File: config.mk
export PLATFORM = sky130hd
export DESIGN_NAME = blca_seq
export DESIGN_NICKNAME = d
export VERILOG_FILES = /design/src/rtl/blca_pkg.sv /design/src/rtl/blca_alu.sv /design/src/rtl/blca_seq.sv
export VERILOG_INCLUDE_DIRS = /design/src /design/src/rtl
export SDC_FILE = /design/constraint.sdc
export NUM_CORES = 1
export LEC_CHECK = 0
export BUFFER_PORTS_ARGS = -buffer_cell sky130_fd_sc_hd__buf_2
export CAP_MARGIN = 30
export CORE_MARGIN = 5
export CORE_UTILIZATION = 40
export DETAILED_ROUTE_END_ITERATION = 8
export PLACE_DENSITY = 0.68
export SYNTH_ARGS = -nofsm -noshare
export SYNTH_HDL_FRONTEND = slang
export SYNTH_HIERARCHICAL = 1
export SYNTH_SLANG_ARGS = --single-unit
File: constraint.sdc
create_clock -name aclk -period 17.15 [get_ports aclk]
set_input_delay 1.715 -clock aclk [delete_from_list [all_inputs] [get_ports aclk]]
set_output_delay 1.715 -clock aclk [all_outputs]
set_load 0.1 [all_outputs]
File: src/rtl/assert_macros.svh
// Assertion macros shared by the RTL of the lowest-common-ancestor block.
// Included by modules that carry concurrent checks; no other dependencies.
`ifndef ASSERT_MACROS_SVH
`define ASSERT_MACROS_SVH

`ifndef SYNTH

// Check that cons holds in the same cycle as ante.
`define ASSERT_IMPLIES(label, clk, rst_n, ante, cons, msg) \
    label: assert property (@(posedge clk) disable iff (!rst_n) (ante) |-> (cons)) \
        else $error(msg);

// Check that cons holds in the cycle after ante.
`define ASSERT_NEXT(label, clk, rst_n, ante, cons, msg) \
    label: assert property (@(posedge clk) disable iff (!rst_n) (ante) |=> (cons)) \
        else $error(msg);

// Check that expr holds in every cycle out of reset.
`define ASSERT_ALWAYS(label, clk, rst_n, expr, msg) \
    label: assert property (@(posedge clk) disable iff (!rst_n) (expr)) \
        else $error(msg);

`else

`define ASSERT_IMPLIES(label, clk, rst_n, ante, cons, msg)
`define ASSERT_NEXT(label, clk, rst_n, ante, cons, msg)
`define ASSERT_ALWAYS(label, clk, rst_n, expr, msg)

`endif

`endif

File: src/rtl/blca_pkg.sv
// Package for the binary-lifting lowest-common-ancestor block.
// Holds field widths, item codes, sequencer states and the shared unit's op codes.
`timescale 1ns / 1ps

package blca_pkg;

    // Field widths of the stream items
    localparam int NODE_W    = 10;
    localparam int DEPTH_W   = 10;
    localparam int DIST_W    = 11;
    localparam int ALU_W     = DEPTH_W + 2;
    localparam int S_TDATA_W = 24;
    localparam int M_TDATA_W = 24;

    // Depth saturates here
    localparam logic [DEPTH_W-1:0] DEPTH_MAX = '1;

    // Item kinds carried on s_tuser
    localparam logic MODE_ADD   = 1'b0;
    localparam logic MODE_QUERY = 1'b1;

    // Shared add/subtract unit operations
    typedef enum logic {
        ALU_ADD,
        ALU_SUB
    } alu_op_t;

    // Sequencer states
    typedef enum logic [4:0] {
        ST_IDLE,
        ST_A_RD_DEP,
        ST_A_WR0,
        ST_A_RD,
        ST_A_WR,
        ST_Q_RD_DA,
        ST_Q_RD_DB,
        ST_Q_SWAP,
        ST_Q_LIFT,
        ST_Q_LIFT_X,
        ST_Q_LIFT_D,
        ST_Q_EQ,
        ST_Q_UP,
        ST_Q_UP_X,
        ST_Q_UP_Y,
        ST_Q_PAR,
        ST_Q_PAR_D,
        ST_Q_DL,
        ST_Q_SUM,
        ST_Q_DIST
    } state_t;

endpackage

File: src/rtl/blca_alu.sv
// Shared add/subtract unit of the lowest-common-ancestor sequencer.
// Depends on blca_pkg for the operand width and op codes.
`timescale 1ns / 1ps

module blca_alu (
    input  blca_pkg::alu_op_t               op,
    input  logic [blca_pkg::ALU_W-1:0]      op_a,
    input  logic [blca_pkg::ALU_W-1:0]      op_b,
    output logic [blca_pkg::ALU_W-1:0]      res
);

    import blca_pkg::*;

    // Top bit of a subtract result is the borrow
    always_comb begin
        unique case (op)
            ALU_ADD: res = op_a + op_b;
            ALU_SUB: res = op_a - op_b;
        endcase
    end

endmodule

File: src/rtl/blca_seq.sv
// Sequencer and datapath of the lowest-common-ancestor block: walks the tables
// one memory read at a time through the shared unit. Depends on blca_pkg,
// blca_alu and assert_macros.svh.
`timescale 1ns / 1ps
`include "assert_macros.svh"

module blca_seq #(
    parameter int NODE_COUNT  = 1024,
    parameter int LIFT_LEVELS = 11
) (
    input  logic                                          aclk,
    input  logic                                          aresetn,
    // input items
    input  logic                                          s_valid,
    output logic                                          s_ready,
    input  logic                                          s_mode,
    input  logic [blca_pkg::NODE_W-1:0]                   s_node_a,
    input  logic [blca_pkg::NODE_W-1:0]                   s_node_b,
    // result items
    output logic                                          m_valid,
    input  logic                                          m_ready,
    output logic [blca_pkg::NODE_W-1:0]                   m_ancestor,
    output logic [blca_pkg::DIST_W-1:0]                   m_distance,
    // ancestor table
    output logic                                          anc_wr_en,
    output logic [$clog2(NODE_COUNT*LIFT_LEVELS)-1:0]     anc_wr_addr,
    output logic [blca_pkg::NODE_W-1:0]                   anc_wr_data,
    output logic [$clog2(NODE_COUNT*LIFT_LEVELS)-1:0]     anc_rd_addr,
    input  logic [blca_pkg::NODE_W-1:0]                   anc_rd_data,
    // depth table
    output logic                                          dep_wr_en,
    output logic [$clog2(NODE_COUNT)-1:0]                 dep_wr_addr,
    output logic [blca_pkg::DEPTH_W-1:0]                  dep_wr_data,
    output logic [$clog2(NODE_COUNT)-1:0]                 dep_rd_addr,
    input  logic [blca_pkg::DEPTH_W-1:0]                  dep_rd_data
);

    import blca_pkg::*;

    localparam int AAW = $clog2(NODE_COUNT * LIFT_LEVELS);
    localparam int NAW = $clog2(NODE_COUNT);
    localparam int LW  = (LIFT_LEVELS > 1) ? $clog2(LIFT_LEVELS) : 1;
    localparam int SW  = (LIFT_LEVELS > DEPTH_W) ? LIFT_LEVELS : DEPTH_W;
    localparam logic [LW-1:0] LVL_TOP = LW'(LIFT_LEVELS - 1);

    state_t               state_reg, state_next;
    logic [NODE_W-1:0]    x_reg, x_next;
    logic [NODE_W-1:0]    y_reg, y_next;
    logic [NODE_W-1:0]    ax_reg, ax_next;
    logic [NODE_W-1:0]    l_reg, l_next;
    logic [DEPTH_W-1:0]   dx_reg, dx_next;
    logic [DEPTH_W-1:0]   dy_reg, dy_next;
    logic [DEPTH_W-1:0]   da0_reg, da0_next;
    logic [DEPTH_W-1:0]   db0_reg, db0_next;
    logic [DEPTH_W-1:0]   dl_reg, dl_next;
    logic [DEPTH_W:0]     sum_reg, sum_next;
    logic [LW-1:0]        lvl_reg, lvl_next;
    logic                 out_valid_reg, out_valid_next;
    logic [NODE_W-1:0]    out_anc_reg, out_anc_next;
    logic [DIST_W-1:0]    out_dist_reg, out_dist_next;
    logic                 anc_zero_reg;
    logic                 dep_zero_reg;

    logic [NODE_W-1:0]    anc_rd_node;
    logic [LW-1:0]        anc_rd_lvl;
    logic [LW-1:0]        anc_wr_lvl;
    logic [NODE_W-1:0]    dep_rd_node;
    logic [NODE_W-1:0]    anc_val;
    logic [DEPTH_W-1:0]   dep_val;
    logic [DEPTH_W-1:0]   dep_sat;
    logic                 accept;
    logic                 lift_ok;
    logic [SW-1:0]        step_w;
    logic                 out_free;

    alu_op_t              alu_op;
    logic [ALU_W-1:0]     alu_a;
    logic [ALU_W-1:0]     alu_b;
    logic [ALU_W-1:0]     alu_res;

    // Node numbers at or above NODE_COUNT act as the sentinel root
    function automatic logic node_ok(input logic [NODE_W-1:0] n);
        return (32'(n) < 32'(NODE_COUNT));
    endfunction

    // Ancestor table is laid out level by level
    function automatic logic [AAW-1:0] anc_addr(input logic [NODE_W-1:0] n,
                                                 input logic [LW-1:0]     l);
        return AAW'(l) * AAW'(NODE_COUNT) + AAW'(n);
    endfunction

    blca_alu u_alu (
        .op   (alu_op),
        .op_a (alu_a),
        .op_b (alu_b),
        .res  (alu_res)
    );

    // Node zero reads as depth zero with every ancestor zero
    assign anc_val = anc_zero_reg ? '0 : anc_rd_data;
    assign dep_val = dep_zero_reg ? '0 : dep_rd_data;

    assign accept   = s_valid && s_ready;
    assign s_ready  = (state_reg == ST_IDLE);
    assign out_free = !out_valid_reg || m_ready;

    // Lift x while depth(x) - depth(y) is at least 2^lvl
    assign step_w  = SW'(1) << lvl_reg;
    assign lift_ok = !alu_res[ALU_W-1] && (SW'(alu_res[DEPTH_W-1:0]) >= step_w);

    // Parent depth plus one, saturated
    assign dep_sat = (alu_res[ALU_W-1:DEPTH_W] != '0) ? DEPTH_MAX : alu_res[DEPTH_W-1:0];

    // Memory ports
    assign anc_rd_addr = anc_addr(anc_rd_node, anc_rd_lvl);
    assign anc_wr_addr = anc_addr(x_reg, anc_wr_lvl);
    assign anc_wr_data = (state_reg == ST_A_WR0) ? y_reg : anc_val;
    assign anc_wr_en   = (state_reg == ST_A_WR0) || (state_reg == ST_A_WR);
    assign anc_wr_lvl  = (state_reg == ST_A_WR0) ? '0 : lvl_reg;
    assign dep_rd_addr = NAW'(dep_rd_node);
    assign dep_wr_addr = NAW'(x_reg);
    assign dep_wr_data = dep_sat;
    assign dep_wr_en   = (state_reg == ST_A_WR0);

    assign m_valid    = out_valid_reg;
    assign m_ancestor = out_anc_reg;
    assign m_distance = out_dist_reg;

    // Read address and shared unit selection
    always_comb begin
        anc_rd_node = x_reg;
        anc_rd_lvl  = lvl_reg;
        dep_rd_node = x_reg;
        alu_op      = ALU_SUB;
        alu_a       = ALU_W'(dx_reg);
        alu_b       = ALU_W'(dy_reg);
        unique case (state_reg)
            ST_A_RD_DEP: dep_rd_node = y_reg;
            ST_A_WR0: begin
                alu_op = ALU_ADD;
                alu_a  = ALU_W'(dep_val);
                alu_b  = ALU_W'(1);
            end
            ST_A_RD: begin
                anc_rd_node = y_reg;
                anc_rd_lvl  = lvl_reg - LW'(1);
            end
            ST_Q_RD_DB:  dep_rd_node = y_reg;
            ST_Q_SWAP: begin
                alu_a = ALU_W'(da0_reg);
                alu_b = ALU_W'(dep_val);
            end
            ST_Q_LIFT_X: dep_rd_node = anc_val;
            ST_Q_UP_X:   anc_rd_node = y_reg;
            ST_Q_PAR:    anc_rd_lvl  = '0;
            ST_Q_DL:     dep_rd_node = l_reg;
            ST_Q_SUM: begin
                alu_op = ALU_ADD;
                alu_a  = ALU_W'(da0_reg);
                alu_b  = ALU_W'(db0_reg);
            end
            ST_Q_DIST: begin
                alu_a = ALU_W'(sum_reg);
                alu_b = ALU_W'({dl_reg, 1'b0});
            end
            default: begin
            end
        endcase
    end

    // Next state and datapath updates
    always_comb begin
        state_next     = state_reg;
        x_next         = x_reg;
        y_next         = y_reg;
        ax_next        = ax_reg;
        l_next         = l_reg;
        dx_next        = dx_reg;
        dy_next        = dy_reg;
        da0_next       = da0_reg;
        db0_next       = db0_reg;
        dl_next        = dl_reg;
        sum_next       = sum_reg;
        lvl_next       = lvl_reg;
        out_valid_next = out_valid_reg && !m_ready;
        out_anc_next   = out_anc_reg;
        out_dist_next  = out_dist_reg;

        unique case (state_reg)
            ST_IDLE: begin
                if (accept) begin
                    y_next = node_ok(s_node_b) ? s_node_b : '0;
                    if (s_mode == MODE_QUERY) begin
                        x_next     = node_ok(s_node_a) ? s_node_a : '0;
                        state_next = ST_Q_RD_DA;
                    end else begin
                        // drop adds of the sentinel or of an unknown node
                        x_next = s_node_a;
                        if ((s_node_a != '0) && node_ok(s_node_a)) begin
                            state_next = ST_A_RD_DEP;
                        end
                    end
                end
            end

            // Add: depth and first level, then one level per read
            ST_A_RD_DEP: state_next = ST_A_WR0;
            ST_A_WR0: begin
                lvl_next   = LW'(1);
                state_next = (LIFT_LEVELS > 1) ? ST_A_RD : ST_IDLE;
            end
            ST_A_RD: state_next = ST_A_WR;
            ST_A_WR: begin
                y_next = anc_val;
                if (lvl_reg == LVL_TOP) begin
                    state_next = ST_IDLE;
                end else begin
                    lvl_next   = lvl_reg + LW'(1);
                    state_next = ST_A_RD;
                end
            end

            // Query: fetch both depths, put the deeper node in x
            ST_Q_RD_DA: state_next = ST_Q_RD_DB;
            ST_Q_RD_DB: begin
                da0_next   = dep_val;
                state_next = ST_Q_SWAP;
            end
            ST_Q_SWAP: begin
                db0_next = dep_val;
                lvl_next = LVL_TOP;
                if (alu_res[ALU_W-1]) begin
                    x_next  = y_reg;
                    y_next  = x_reg;
                    dx_next = dep_val;
                    dy_next = da0_reg;
                end else begin
                    dx_next = da0_reg;
                    dy_next = dep_val;
                end
                state_next = ST_Q_LIFT;
            end

            // Raise x to the depth of y
            ST_Q_LIFT: begin
                if (lift_ok) begin
                    state_next = ST_Q_LIFT_X;
                end else if (lvl_reg == '0) begin
                    state_next = ST_Q_EQ;
                end else begin
                    lvl_next = lvl_reg - LW'(1);
                end
            end
            ST_Q_LIFT_X: begin
                x_next     = anc_val;
                state_next = ST_Q_LIFT_D;
            end
            ST_Q_LIFT_D: begin
                dx_next = dep_val;
                if (lvl_reg == '0) begin
                    state_next = ST_Q_EQ;
                end else begin
                    lvl_next   = lvl_reg - LW'(1);
                    state_next = ST_Q_LIFT;
                end
            end

            ST_Q_EQ: begin
                if (x_reg == y_reg) begin
                    l_next     = x_reg;
                    state_next = ST_Q_DL;
                end else begin
                    lvl_next   = LVL_TOP;
                    state_next = ST_Q_UP;
                end
            end

            // Raise both nodes while their ancestors differ
            ST_Q_UP:   state_next = ST_Q_UP_X;
            ST_Q_UP_X: begin
                ax_next    = anc_val;
                state_next = ST_Q_UP_Y;
            end
            ST_Q_UP_Y: begin
                if (ax_reg != anc_val) begin
                    x_next = ax_reg;
                    y_next = anc_val;
                end
                if (lvl_reg == '0) begin
                    state_next = ST_Q_PAR;
                end else begin
                    lvl_next   = lvl_reg - LW'(1);
                    state_next = ST_Q_UP;
                end
            end
            ST_Q_PAR:   state_next = ST_Q_PAR_D;
            ST_Q_PAR_D: begin
                l_next     = anc_val;
                state_next = ST_Q_DL;
            end

            // Distance: depth(a) + depth(b) - 2 * depth(lca), floored at zero
            ST_Q_DL:  state_next = ST_Q_SUM;
            ST_Q_SUM: begin
                dl_next    = dep_val;
                sum_next   = alu_res[DEPTH_W:0];
                state_next = ST_Q_DIST;
            end
            ST_Q_DIST: begin
                // hold until the output register is free
                if (out_free) begin
                    out_valid_next = 1'b1;
                    out_anc_next   = l_reg;
                    out_dist_next  = alu_res[ALU_W-1] ? '0 : alu_res[DIST_W-1:0];
                    state_next     = ST_IDLE;
                end
            end
        endcase
    end

    // Control registers
    always_ff @(posedge aclk) begin
        if (!aresetn) begin
            state_reg     <= ST_IDLE;
            out_valid_reg <= 1'b0;
            lvl_reg       <= '0;
        end else begin
            state_reg     <= state_next;
            out_valid_reg <= out_valid_next;
            lvl_reg       <= lvl_next;
        end
    end

    // Datapath registers
    always_ff @(posedge aclk) begin
        x_reg        <= x_next;
        y_reg        <= y_next;
        ax_reg       <= ax_next;
        l_reg        <= l_next;
        dx_reg       <= dx_next;
        dy_reg       <= dy_next;
        da0_reg      <= da0_next;
        db0_reg      <= db0_next;
        dl_reg       <= dl_next;
        sum_reg      <= sum_next;
        out_anc_reg  <= out_anc_next;
        out_dist_reg <= out_dist_next;
        anc_zero_reg <= (anc_rd_node == '0);
        dep_zero_reg <= (dep_rd_node == '0);
    end

    `ASSERT_ALWAYS(a_lvl_bound, aclk, aresetn, lvl_reg <= LVL_TOP, "level counter out of range")
    `ASSERT_IMPLIES(a_wr_not_root, aclk, aresetn, anc_wr_en, x_reg != '0, "write to sentinel node")
    `ASSERT_IMPLIES(a_dep_nonzero, aclk, aresetn, dep_wr_en, dep_wr_data != '0, "added node at depth zero")
    `ASSERT_NEXT(a_query_busy, aclk, aresetn, accept && (s_mode == MODE_QUERY), !s_ready, "query item did not start a walk")
    `ASSERT_IMPLIES(a_load_end, aclk, aresetn, $rose(out_valid_reg), $past(state_reg == ST_Q_DIST), "result loaded outside the last query step")

endmodule

; ---- Word level (Yosys, flattened, before mapping)
; Cells that the tools add are included.
; W data, S select, Z words.
[word_totals]
in_bits = 45
register_bits = 134
out_inout_bits = 93
[op_classes]
n_addsub = 6
order_cmp = 1
muxes = 43
shifts = 1
eq_ne = 32
reduce_logical = 30
[op_table]
columns = op, count
row1 = $mux W10, 14
row2 = $pmux W5 S20, 1
row3 = $pmux W10 S4, 2
row4 = $pmux W11 S4, 1
row5 = $eq A5 B4 Y1 const B, 8
row6 = $pmux W10 S2, 2
row7 = $mux W5, 7
row8 = $pmux W11 S3, 1
row9 = $pmux W10 S3, 1
row10 = $add A14 B10 Y14, 2
row11 = $pmux W12 S2, 1
row12 = $pmux W4 S6, 1
row13 = $eq A5 B3 Y1 const B, 4
row14 = $eq A5 B5 Y1 const B, 4
row15 = $logic_not A10 Y1, 2
row16 = $mux W4, 5
row17 = $reduce_and A4 Y1, 4
row18 = $ne A2 B2 Y1 const B, 7
row19 = $add A11 B11 Y12, 1
row20 = $sub A11 B11 Y12, 1
row21 = $ge A10 B11 Y1, 1
row22 = $shl A1 B4 Y11 const A, 1
row23 = $eq A10 B10 Y1, 1
row24 = $eq A5 B2 Y1 const B, 2
row25 = other kinds (22), 39

; ---- Depth between registers and ports, before layout
[depth]
ltp_word = 9
depth_mapped = 27
depth_no_buf = 25

; ---- Cells and area by module
; Netlist, hierarchy kept.
[modules_own_cells]
columns = module, area_each_um2, n_inst, cells_each
row1 = blca_seq, 7761.2, 1, 772
row2 = blca_alu, 763.2, 1, 105

; ---- Worst setup path before layout
; OpenSTA, ideal clock, no wires.
[synth_path]
kind = input-to-output
start = input dep_rd_data[1] in the netlist's numbering
end = output dep_wr_data[1] in the netlist's numbering
path_stages = 18
slack_ps = 9927
path_buffers = 1
required_time_ps = 15435
arrival_time_ps = 5508
path_cell_list = nand2b_1 -> inv_1 -> a222oi_1 -> nand2_1 -> inv_1 -> ha_1 -> nand2b_4 -> or4_4 -> nor2b_1 -> xnor2_1 -> ha_1 -> a211oi_1 -> o21ai_0 -> a21oi_1 -> o31ai_1 -> xnor2_1 -> clkbuf_1 -> or3_1
[synth_between]
elab_chain_len = 6
word_cells_on_any_way = 8
cone_classes = add/sub: 2 / mux: 5 / reduce/logical: 1
[synth_lines]
columns = item, line
row1 = from (decl), blca_seq.sv:35  ; input logic [blca_pkg::DEPTH_W-1:0] dep_rd_data
row2 = $mux W10 (*), blca_seq.sv:101  ; assign dep_val = dep_zero_reg ? '0 : dep_rd_data;
row3 = net dep_val[1], blca_seq.sv:69  ; logic [DEPTH_W-1:0] dep_val;
row4 = $pmux W11 S4 (*), blca_seq.sv:137  ; unique case (state_reg)
row5 = net alu_b[1], blca_seq.sv:78  ; logic [ALU_W-1:0] alu_b;
row6 = $sub A11 B11 Y12 / $add A11 B11 Y12 (equally long branches), "blca_alu.sv:18, blca_alu.sv:17"
row7 = $pmux W12 S2 (*), blca_alu.sv:16  ; unique case (op)
row8 = net alu_res[11], blca_seq.sv:79  ; logic [ALU_W-1:0] alu_res;
row9 = $reduce_bool A2 Y1 (*), blca_seq.sv:112  ; assign dep_sat = (alu_res[ALU_W-1:DEPTH_W] != '0) ? DEPTH_MAX : alu_res[DEPTH_W-1:0];
row10 = $mux W10 (*), blca_seq.sv:112
row11 = to (decl), blca_seq.sv:33  ; output logic [blca_pkg::DEPTH_W-1:0] dep_wr_data,
; The timed path passes the listed nets; every way through them passes the cells marked *.

; ---- Worst setup path after layout
[layout_path]
start = input dep_rd_data[1] in the netlist's numbering
end = output dep_wr_data[0] in the netlist's numbering
; The elaborated chain is that of the path after synthesis.

==> flow_summary_export.csv <==
group,metric,value,unit
outcome,status,"complete, no violations",
yosys,synthTopCellsByCount,"nand2_1 (125), edfxtp_1 (122), nor2_1 (75)",
detailed_routing,routed_via_density,5.81,
placed_design,gp_congestion,1.00,
final_layout,postLayoutCellArea,0.00999,mm^2
hold_path,hp-class,"reg2reg",
timing,finalCritPeriodShare,44.4,%
critical_path,crit_path_end_kind,"output port",
floorplanning,core_area,0.0210,mm^2
cts,clk_path_buf_depth,2,
yosys,synthesis.area,0.00852,mm^2
global_route,gr-total-overflow,0,
critical_path,cp_num_cells,20,
detailed_routing,routed_wl,25.4,mm
yosys,netlist_top_cells_area,"edfxtp_1 (43%), nand2_1 (5.5%), ha_1 (4.3%)",
cts,holdBufCountCts,0,
detailed_routing,wl_per_cell,19.8,um
floorplanning,die-area,0.0243,mm^2
detailed_routing,antenna_left,0,
placed_design,placed_cell_area,0.00941,mm^2
yosys,ys_ff_latch,134,
final_layout,fillCellCount,1948,
final_layout,utilization,47.5,%
final_layout,drive_gt1_share,22.3,%
hold_path,hold_path_depth,0,
global_route,grt_max_degree,44,
critical_path,cpPeakStageDelay,0.46,ns
yosys,synth_cells,877,
critical_path,path_max_fanout,43,
timing,slew_violations,0,
yosys,synth_edf_count,122,
critical_path,path_class,"in2out",
cts,cts.sinks,134,
cts,cts_tree,"done",
critical_path,cp.required,15.43,ns
final_layout,syn2layout_area_growth,17.2,%
yosys,yosysTopAreaCellShare,43.0,%
yosys,yosysTopAreaCell,"edfxtp_1",
timing,rsz0062_at_grt,"no",
final_layout,diodes,0,
cts,insertion_delay,0.43,ns
placed_design,hpwl,18.8,mm
critical_path,path_cells,"buf_2 > nand2b_1 > inv_1 > a222oi_1 > nand2_1 > inv_1 > ha_1 > nand2b_4 > or4_4 > nor2b_1 > xnor2_1 > ha_1 > a211oi_1 > o21ai_0 > a21oi_1 > o31ai_1 > xnor2_2 > buf_4 > or3_1 > buf_2",
critical_path,critPathBufInv,5,
cts,numCtsBuffers,17,
final_layout,nNetsFinal,1068,
floorplanning,start_util,40.6,%
timing,fin_ws,9.54,ns
yosys,async_flop_share,0,%
timing,setup_viol_count_final,0,
global_route,gr-usage-all-layers,20.7,%
critical_path,r2r_cells,22,
cts,cts_setup_buffers,0,
timing,finClkSkew,0.0152,ns
yosys,ys.warnings.count,6,
placed_design,io_buffers,137,
timing,hold_violations,0,
placed_design,post-place-ws,9.61,ns
yosys,syn_area_per_cell,9.72,um^2
global_route,grt_pass1_wl,39.5,mm
timing,period_minus_slack,7.61,ns
detailed_routing,first_pass_iters,8,
detailed_routing,drt_iter0_markers,914,
floorplanning,rows,53,
critical_path,cp_slowest_cell,"or3_1",
critical_path,start_kind,"input port",
timing,max_slew_margin,34.7,%
yosys,synth-main-ff-cell,"edfxtp_1",
global_route,grt_pass1_vias,7118,
timing,tns,0,ns
global_route,antenna_found_initial,0,
yosys,ys_seq_area_share,45.8,%
floorplanning,dieWidth,156,um
yosys,yosysMostFrequentCell,"nand2_1",
timing,worstMarginPinSlew,0.974,ns
floorplanning,die_y,156,um
detailed_routing,drcViolationCount,0,
critical_path,crit_family,"simple AND/OR/NAND/NOR gates",
cts,cts_root_buf,"clkbuf_16",
yosys,synth.distinct_cells,82,
floorplanning,io_pins,138,
timing,fmax,131,MHz
run,max_cap_viol_count,0,
detailed_routing,vias,7448,
cts,cts_resized,0,
cts,h-tree-depth,4,
cts,clkTransAtPathRegs,0.06,ns
critical_path,worstPathArrival,5.90,ns
## worst register-to-register path: stages (launching register included)
cell and delay, ns:
dfxtp_1 0.86, nand2b_1 0.31, nor3_2 0.07, buf_4 0.27, a222oi_1 0.36, nand2_1 0.16, inv_1 0.09, ha_1 0.21
nand2b_4 0.07, or4_4 0.43, nor2b_1 0.16, xnor2_1 0.15, ha_1 0.34, a211oi_1 0.34, o21ai_0 0.15, a21oi_1 0.14
o31ai_1 0.12, xnor2_2 0.13, buf_4 0.38, inv_1 0.20, a21oi_1 0.15, o21ai_0 0.16, nor3_2 0.81
## per-stage QoR
step	std cells	hold slack, ns
floorplan	878	0.428
global route	1281	0.502
detailed placement	1248	0.466
global placement	1245	0.470
finish	1281	0.480
CTS	1280	0.479
## kinds of logic (layout without fill, tap and decap cells)
kind of cell,after synthesis,after routing,synth area share (%)
and+or+nand+nor,346,346,20.2
AOI/OAI and AO/OA,216,216,18.0
DFF,134,134,45.8
buffers and inverters,94,222,5.11
xor gates and xnor gates,36,36,3.70
adders and majority gates,30,30,4.49
muxes,20,20,2.70
other,1,2,0.0440
## metal layers
metal / wire [um] / vias up / GRT usage, %
met5: 0 / - / 0
met4: 708 / 0 / 8.75
met3: 2110 / 53 / 4.19
met2: 11500 / 362 / 31.5
met1: 11100 / 3534 / 28.7
li1: - / 3499 / -
## final timing paths
check / from / end / slack [ns]
setup / recovery: dep_rd_data[1] / dep_wr_data[0] / 9.54
hold / removal: l_reg[3]$_DFFE_PP_ / m_ancestor[3]$_DFFE_PP_ / 0.48
hold reg to reg: l_reg[3]$_DFFE_PP_ / m_ancestor[3]$_DFFE_PP_ / 0.48
setup reg to reg: state_reg[4]$_SDFFE_PN0P_ / y_reg[4]$_DFFE_PP_ / 10.69
## final cells by class
class,count,area (um^2),share of cell area (%)
timing repair buffer,153,810,8.10
clock buffer,19,433,4.33
sequential,134,3900,39.1
clock inverter,13,148,1.48
tap,275,344,3.44
multi-input combinational,650,4220,42.2
inverter,37,139,1.39
## layout by cell type, fill, tap and decap left out, types with 5 or more instances in the layout
master / Yosys / layout
o21a_1: 5 / 5
nor2_1: 75 / 75
nand2b_1: 28 / 28
nor4_1: 9 / 9
a31oi_1: 11 / 11
nand2_1: 125 / 125
nor3_1: 29 / 26
nor3_2: 3 / 6
xor2_1: 11 / 11
clkbuf_16: 0 / 17
a221oi_1: 14 / 14
nor2b_1: 18 / 18
edfxtp_1: 122 / 122
nand3_1: 10 / 10
inv_1: 35 / 35
buf_2: 12 / 137
a21oi_1: 30 / 30
o21ai_0: 67 / 67
xnor2_1: 25 / 24
a222oi_1: 19 / 19
a211oi_1: 7 / 7
or3_1: 11 / 11
buf_4: 12 / 15
a221o_1: 19 / 19
a21o_1: 5 / 5
o32ai_1: 6 / 6
ha_1: 29 / 29
mux2_2: 16 / 16
nor4bb_1: 5 / 5
dfxtp_1: 12 / 12
Power is left out: the tool's default activity adds up to more than one toggle a clock period on the data nets, which glitch-free logic cannot reach.
